<file path="config.mk">
export PLATFORM = sky130hd
export DESIGN_NAME = srtc_decode
export DESIGN_NICKNAME = d
export VERILOG_FILES = /design/src/srtc_pkg.sv /design/src/srtc_decode.sv
export SDC_FILE = /design/constraint.sdc
export NUM_CORES = 2
export LEC_CHECK = 0
export BUFFER_PORTS_ARGS = -buffer_cell sky130_fd_sc_hd__buf_2
export CAP_MARGIN = 20
export CORE_UTILIZATION = 46
export DETAILED_ROUTE_END_ITERATION = 8
export PLACE_DENSITY = 0.72
export RECOVER_POWER = 50
export SYNTH_ARGS = -nofsm -noshare
export SYNTH_HDL_FRONTEND = slang
export SYNTH_SLANG_ARGS = --single-unit
</file>
<file path="constraint.sdc">
create_clock -name clk -period 5.39 [get_ports clk]
set_input_delay 0.539 -clock clk [delete_from_list [all_inputs] [get_ports clk]]
set_output_delay 0.539 -clock clk [all_outputs]
set_load 0.02 [all_outputs]
</file>
<file path="src/srtc_pkg.sv">
// Shared types and constants of the segment region table checker.
package srtc_pkg;

	localparam int VALUE_W = 28;
	localparam int SEG_W   = 8;
	localparam int PID_W   = 8;
	localparam int CMD_W   = 2;

	typedef enum logic [CMD_W-1:0] {
		CMD_ALLOC  = 2'd0,
		CMD_ADD    = 2'd1,
		CMD_ACCESS = 2'd2,
		CMD_CLEAR  = 2'd3
	} cmd_t;

	typedef struct packed {
		logic vld;
		cmd_t cmd;
		logic verdict;
		logic placed;
	} ctl_t;

endpackage

</file>
<file path="src/srtc_decode.sv">
// Three-stage split of the packed command value into segment, base and size.
module srtc_decode #(
	parameter int OFFSET_RADIX  = 1000,
	parameter int SEGMENT_RADIX = 1000000,
	parameter int OFS_W         = 10
) (
	input  logic                          clk,
	input  logic                          arst_n,
	input  logic                          in_vld,
	input  srtc_pkg::cmd_t                in_cmd,
	input  logic [srtc_pkg::VALUE_W-1:0]  in_value,
	input  logic [srtc_pkg::PID_W-1:0]    in_pid,
	output srtc_pkg::ctl_t                ctl_out,
	output logic [srtc_pkg::SEG_W-1:0]    seg_out,
	output logic [srtc_pkg::PID_W-1:0]    pid_out,
	output logic [OFS_W-1:0]              base_out,
	output logic [OFS_W-1:0]              size_out
);
	import srtc_pkg::*;

	localparam int MUL_W  = VALUE_W + 1;
	localparam int PROD_W = VALUE_W + MUL_W;
	localparam int OFS_SH = VALUE_W + $clog2(OFFSET_RADIX);
	localparam int SEG_SH = VALUE_W + $clog2(SEGMENT_RADIX);
	localparam longint unsigned OFS_M_FULL =
		((longint'(1) << OFS_SH) + longint'(OFFSET_RADIX) - 1) / longint'(OFFSET_RADIX);
	localparam longint unsigned SEG_M_FULL =
		((longint'(1) << SEG_SH) + longint'(SEGMENT_RADIX) - 1) / longint'(SEGMENT_RADIX);
	localparam logic [MUL_W-1:0] OFS_M = MUL_W'(OFS_M_FULL);
	localparam logic [MUL_W-1:0] SEG_M = MUL_W'(SEG_M_FULL);

	logic [PROD_W-1:0]  ofs_prod;
	logic [PROD_W-1:0]  seg_prod;
	logic [PROD_W-1:0]  q2_prod;
	logic [PROD_W-1:0]  rem_prod;

	logic               vld_s1, vld_s2, vld_s3;
	cmd_t               cmd_s1, cmd_s2, cmd_s3;
	logic [PID_W-1:0]   pid_s1, pid_s2, pid_s3;
	logic [SEG_W-1:0]   seg_s1, seg_s2, seg_s3;
	logic [VALUE_W-1:0] value_s1;
	logic [VALUE_W-1:0] q1_s1;
	logic [OFS_W-1:0]   size_s2, size_s3;
	logic [OFS_W-1:0]   q1lo_s2;
	logic [OFS_W-1:0]   q2lo_s2;
	logic [OFS_W-1:0]   base_s3;

	assign ofs_prod = PROD_W'(in_value) * PROD_W'(OFS_M);
	assign seg_prod = PROD_W'(in_value) * PROD_W'(SEG_M);
	assign q2_prod  = PROD_W'(q1_s1) * PROD_W'(OFS_M);
	assign rem_prod = PROD_W'(q1_s1) * PROD_W'(OFFSET_RADIX);

	always_ff @(posedge clk or negedge arst_n) begin
		if (!arst_n) begin
			vld_s1 <= 1'b0;
			vld_s2 <= 1'b0;
			vld_s3 <= 1'b0;
		end else begin
			vld_s1 <= in_vld;
			vld_s2 <= vld_s1;
			vld_s3 <= vld_s2;
		end
	end

	always_ff @(posedge clk) begin
		cmd_s1   <= in_cmd;
		pid_s1   <= in_pid;
		value_s1 <= in_value;
		q1_s1    <= VALUE_W'(ofs_prod >> OFS_SH);
		seg_s1   <= SEG_W'(seg_prod >> SEG_SH);

		cmd_s2   <= cmd_s1;
		pid_s2   <= pid_s1;
		seg_s2   <= seg_s1;
		size_s2  <= OFS_W'(value_s1 - VALUE_W'(rem_prod));
		q1lo_s2  <= OFS_W'(q1_s1);
		q2lo_s2  <= OFS_W'(q2_prod >> OFS_SH);

		cmd_s3   <= cmd_s2;
		pid_s3   <= pid_s2;
		seg_s3   <= seg_s2;
		size_s3  <= size_s2;
		base_s3  <= q1lo_s2 - OFS_W'(q2lo_s2 * OFS_W'(OFFSET_RADIX));
	end

	always_comb begin
		ctl_out.vld     = vld_s3;
		ctl_out.cmd     = cmd_s3;
		ctl_out.verdict = (cmd_s3 == CMD_ALLOC);
		ctl_out.placed  = 1'b0;
	end

	assign seg_out  = seg_s3;
	assign pid_out  = pid_s3;
	assign base_out = base_s3;
	assign size_out = size_s3;

endmodule

</file>
==> results by group <==
Outcome
  – Status: finished with violations
  – Violated checks: DRC, setup timing

Clocking
  – CTS Buf Count: 17
  – CTS tree: built
  – Root Buffer: clkbuf_16
  – CTS H-tree lvls: 4
  – Worst-path clk slew: 0.07 ns
  – # clock sinks: 133
  – Deepest clock path buffer count: 2
  – Clock latency on the worst-skew pair: 0.48 ns

Timing
  – Fmax: 0.1549 GHz
  – RSZ-0062 raised after global routing: true
  – Setup violators final: 33
  – Clk_skew: 0.01511 ns
  – PnR worst setup slack: -1.064 ns
  – Worst-Margin Slew: 0.9255 ns
  – Relative slew slack: 38.30%
  – Post-route setup TNS: -23.03 ns
  – Fin. Hold Viols: 0
  – Fin crit period: 6.454 ns
  – Final period util: 119.7%
  – Slew Limit Fails: 0

Detailed routing
  – WL/cell: 18.21 µm
  – Average via count per standard cell: 4.787
  – Initial DRC count: 1207
  – DRC: 2
  – Antenna viol nets, final: 0
  – 1st-pass router iterations: 7
  – Vias: 22780
  – Routed wire length: 86680 µm

Floorplanning
  – Starting Density: 46.44%
  – I/O Pins: 82
  – Die area: 0.07177 mm²
  – Die X: 267.9 µm
  – Core area: 0.07003 mm²
  – FP Rows: 97
  – Die height: 267.9 µm

Setup path
  – CP Data Required Time: 5.75 ns
  – Maximum fanout along the worst path: 3
  – Critical path arrival: 6.82 ns
  – Startpoint Class: primary input
  – Worst Setup Path Type: primary input to flip-flop
  – CP Capture Type: flip-flop

GRT
  – GRT met3 Usage: 4.224%
  – Grt total ovfl: 0
  – Routing usage on met2: 44.15%
  – Global-route met1 utilization: 33.15%
  – First-pass GRT wire length: 138000 µm
  – Antenna violations before repair: 0
  – Largest net degree at the start of global routing: 17
  – Vias in the first global route: 25330
  – All-Layer GR Usage: 25.88%
  – GR peak layer: met2

Final layout
  – Share of cells above drive strength 1: 24.16%
  – Area delta synth->final: 24.41%
  – Commonest non-fill, non-tap cells in the layout: 1086 x inv_1, 682 x ha_1, 605 x fa_1
  – Inserted Diodes: 0
  – Final net count: 5240
  – Leading cell type in the layout, fill and taps excluded: inv_1
  – Layout fillers: 5777

Yosys
  – Post-synth EDFFs: 0
  – Warnings, synthesis: 0
  – Mapped Cells: 3180
  – Yosys cell types: 62
  – Syn nets: 4613
  – Async SR Flop Fraction: 2.256%
  – Ys flop type: dfxtp_1
  – Flops & latches, synth: 133
  – Mapped Area: 0.03252 mm²
  – Post-synthesis average cell area: 10.23 µm²
  – Seq/Total Area, Yosys: 8.233%

Flow run
  – Max cap viols: 0

Place
  – DP Wirelength: 77850 µm
  – I/O Buffers: 80
  – Gp weighted congestion: 0.9596

Worst hold path
  – Hold WC Path Type: primary input to flip-flop
synth_stat cells, types with 2 or more instances:
cell          n  share of area, %
inv_1      1155                13
a211oi_1      8              0.18
o41ai_2       3              0.15
ha_1        743                29
o21ai_0      45              0.69
a21o_1       53               1.2
nor2b_1       9              0.17
nand2_1      36              0.42
nor4_1        2             0.038
xnor2_1      52               1.4
and4_1        4              0.11
or4_1         3             0.069
fa_1        649                40
a221oi_1      2             0.054
and2_1        3             0.058
buf_4         2             0.046
o21bai_1      4             0.092
dfxtp_1     130               8.0
a21boi_0      3             0.069
nand4_1      12              0.23
a311oi_1      2             0.054
or3_1         6              0.12
o21a_1        9              0.21
nand2b_1     15              0.29
a22oi_1       2             0.046
o211ai_1      2             0.046
nor2_1       33              0.38
o221ai_1      3             0.081
a21oi_1      73               1.1
or2_2        14              0.27
nor3_1       13              0.20
a211o_1       2             0.054
a2111oi_0     5              0.13
o21ai_1       5             0.077
nand3_1      22              0.34
dfrtp_1       3              0.23
xor2_1       21              0.57
and3_1        8              0.15
path summary, 6_finish.rpt:
path,slack (ns),to,cells after the start,startpoint
max reg2reg,-0.35,q2lo_s2[4]$_DFF_P_,22,q1_s1[4]$_DFF_P_
min in group asynchronous,0.40,vld_s2$_DFF_PN0_,2,arst_n
min,0.16,pid_s1[5]$_DFF_P_,1,in_pid[5]
min reg2reg,0.32,seg_out[2]$_DFF_P_,0,seg_s2[2]$_DFF_P_
max in group asynchronous,4.84,vld_s1$_DFF_PN0_,2,arst_n
max,-1.06,seg_s1[4]$_DFF_P_,24,in_value[13]
what timing repair did:
action                                  in CTS  in global routing
endpoints found under the hold margin        3                  0
resized for setup                          240                 79
setup buffers                               32                 18
pin swaps                                  102                 60
endpoints found under the setup margin      34                 34
hold buffers                                 1                  0
layout make-up:
cell class	count	area (µm²)	share of cell area (%)
sequential	133	2705	6.686
timing repair buffer	610	4796	11.85
inverter	1156	4345	10.74
clock buffer	17	425.4	1.051
multi-input combinational	1889	26850	66.37
tap	940	1176	2.907
clock inverter	15	160.2	0.3958
routing by layer:
layer / routed length (µm) / up-vias / part of all wire [%]
met5: 0 / - / 0
met4: 3211 / 0 / 3.7
met3: 4549 / 147 / 5.2
met2: 42070 / 547 / 49
met1: 36850 / 11260 / 43
li1: - / 10840 / -
cells by family (layout without fill, tap and decap cells):
kind of cell	count (synthesis)	count (layout)	synth area share [%]
adders and majority gates	1392	1392	68.54
AOI/OAI and AO/OA	239	239	4.913
and+or+nand+nor	183	183	2.920
muxes	1	1	0.03078
buffers and inverters	1158	1798	13.39
other	1	1	0.01153
xor gates and xnor gates	73	73	1.966
DFF	133	133	8.233
critical path, cell delays in order:
cell and delay, ns:
buf_12 0.11, fa_2 0.58, inv_2 0.06, fa_1 0.49
inv_2 0.04, fa_2 0.56, fa_1 0.43, fa_2 0.47
fa_1 0.54, inv_2 0.04, fa_1 0.49, inv_2 0.05
ha_4 0.26, nand4_1 0.13, nor2_2 0.20, nand3_2 0.09
or3_4 0.39, or3_4 0.37, o22a_4 0.25, a31oi_4 0.24
buf_4 0.17, o21a_1 0.14, nor2_1 0.05, xnor2_1 0.12
registers in the layout, indices dropped and copies added, names as in the netlist:
register,flops
cmd_s3,2
vld_s3,1
cmd_s2,2
q1_s1,19
base_out,10
size_out,10
size_s2,10
value_s1,10
seg_s1,8
q1lo_s2,10
seg_out,8
cmd_s1,2
pid_out,8
vld_s2,1
vld_s1,1
q2lo_s2,7
pid_s2,8
seg_s2,8
pid_s1,8
metrics by stage:
stage	area, µm²	instances	utilization [%]	hold slack [ns]	setup slack, ns
floorplan	33050	3180	-	0.2434	-1.010
global placement	38320	4685	54.72	0.3101	-1.654
detailed placement	38320	4685	54.72	0.3121	-1.735
CTS	40140	4748	57.32	0.1116	-0.9737
global route	40460	4760	57.78	0.1271	-1.286
finish	40460	4760	57.78	0.1597	-1.064
Power is left out: the tool's default activity adds up to more than one toggle a clock period on the data nets, which glitch-free logic cannot reach.
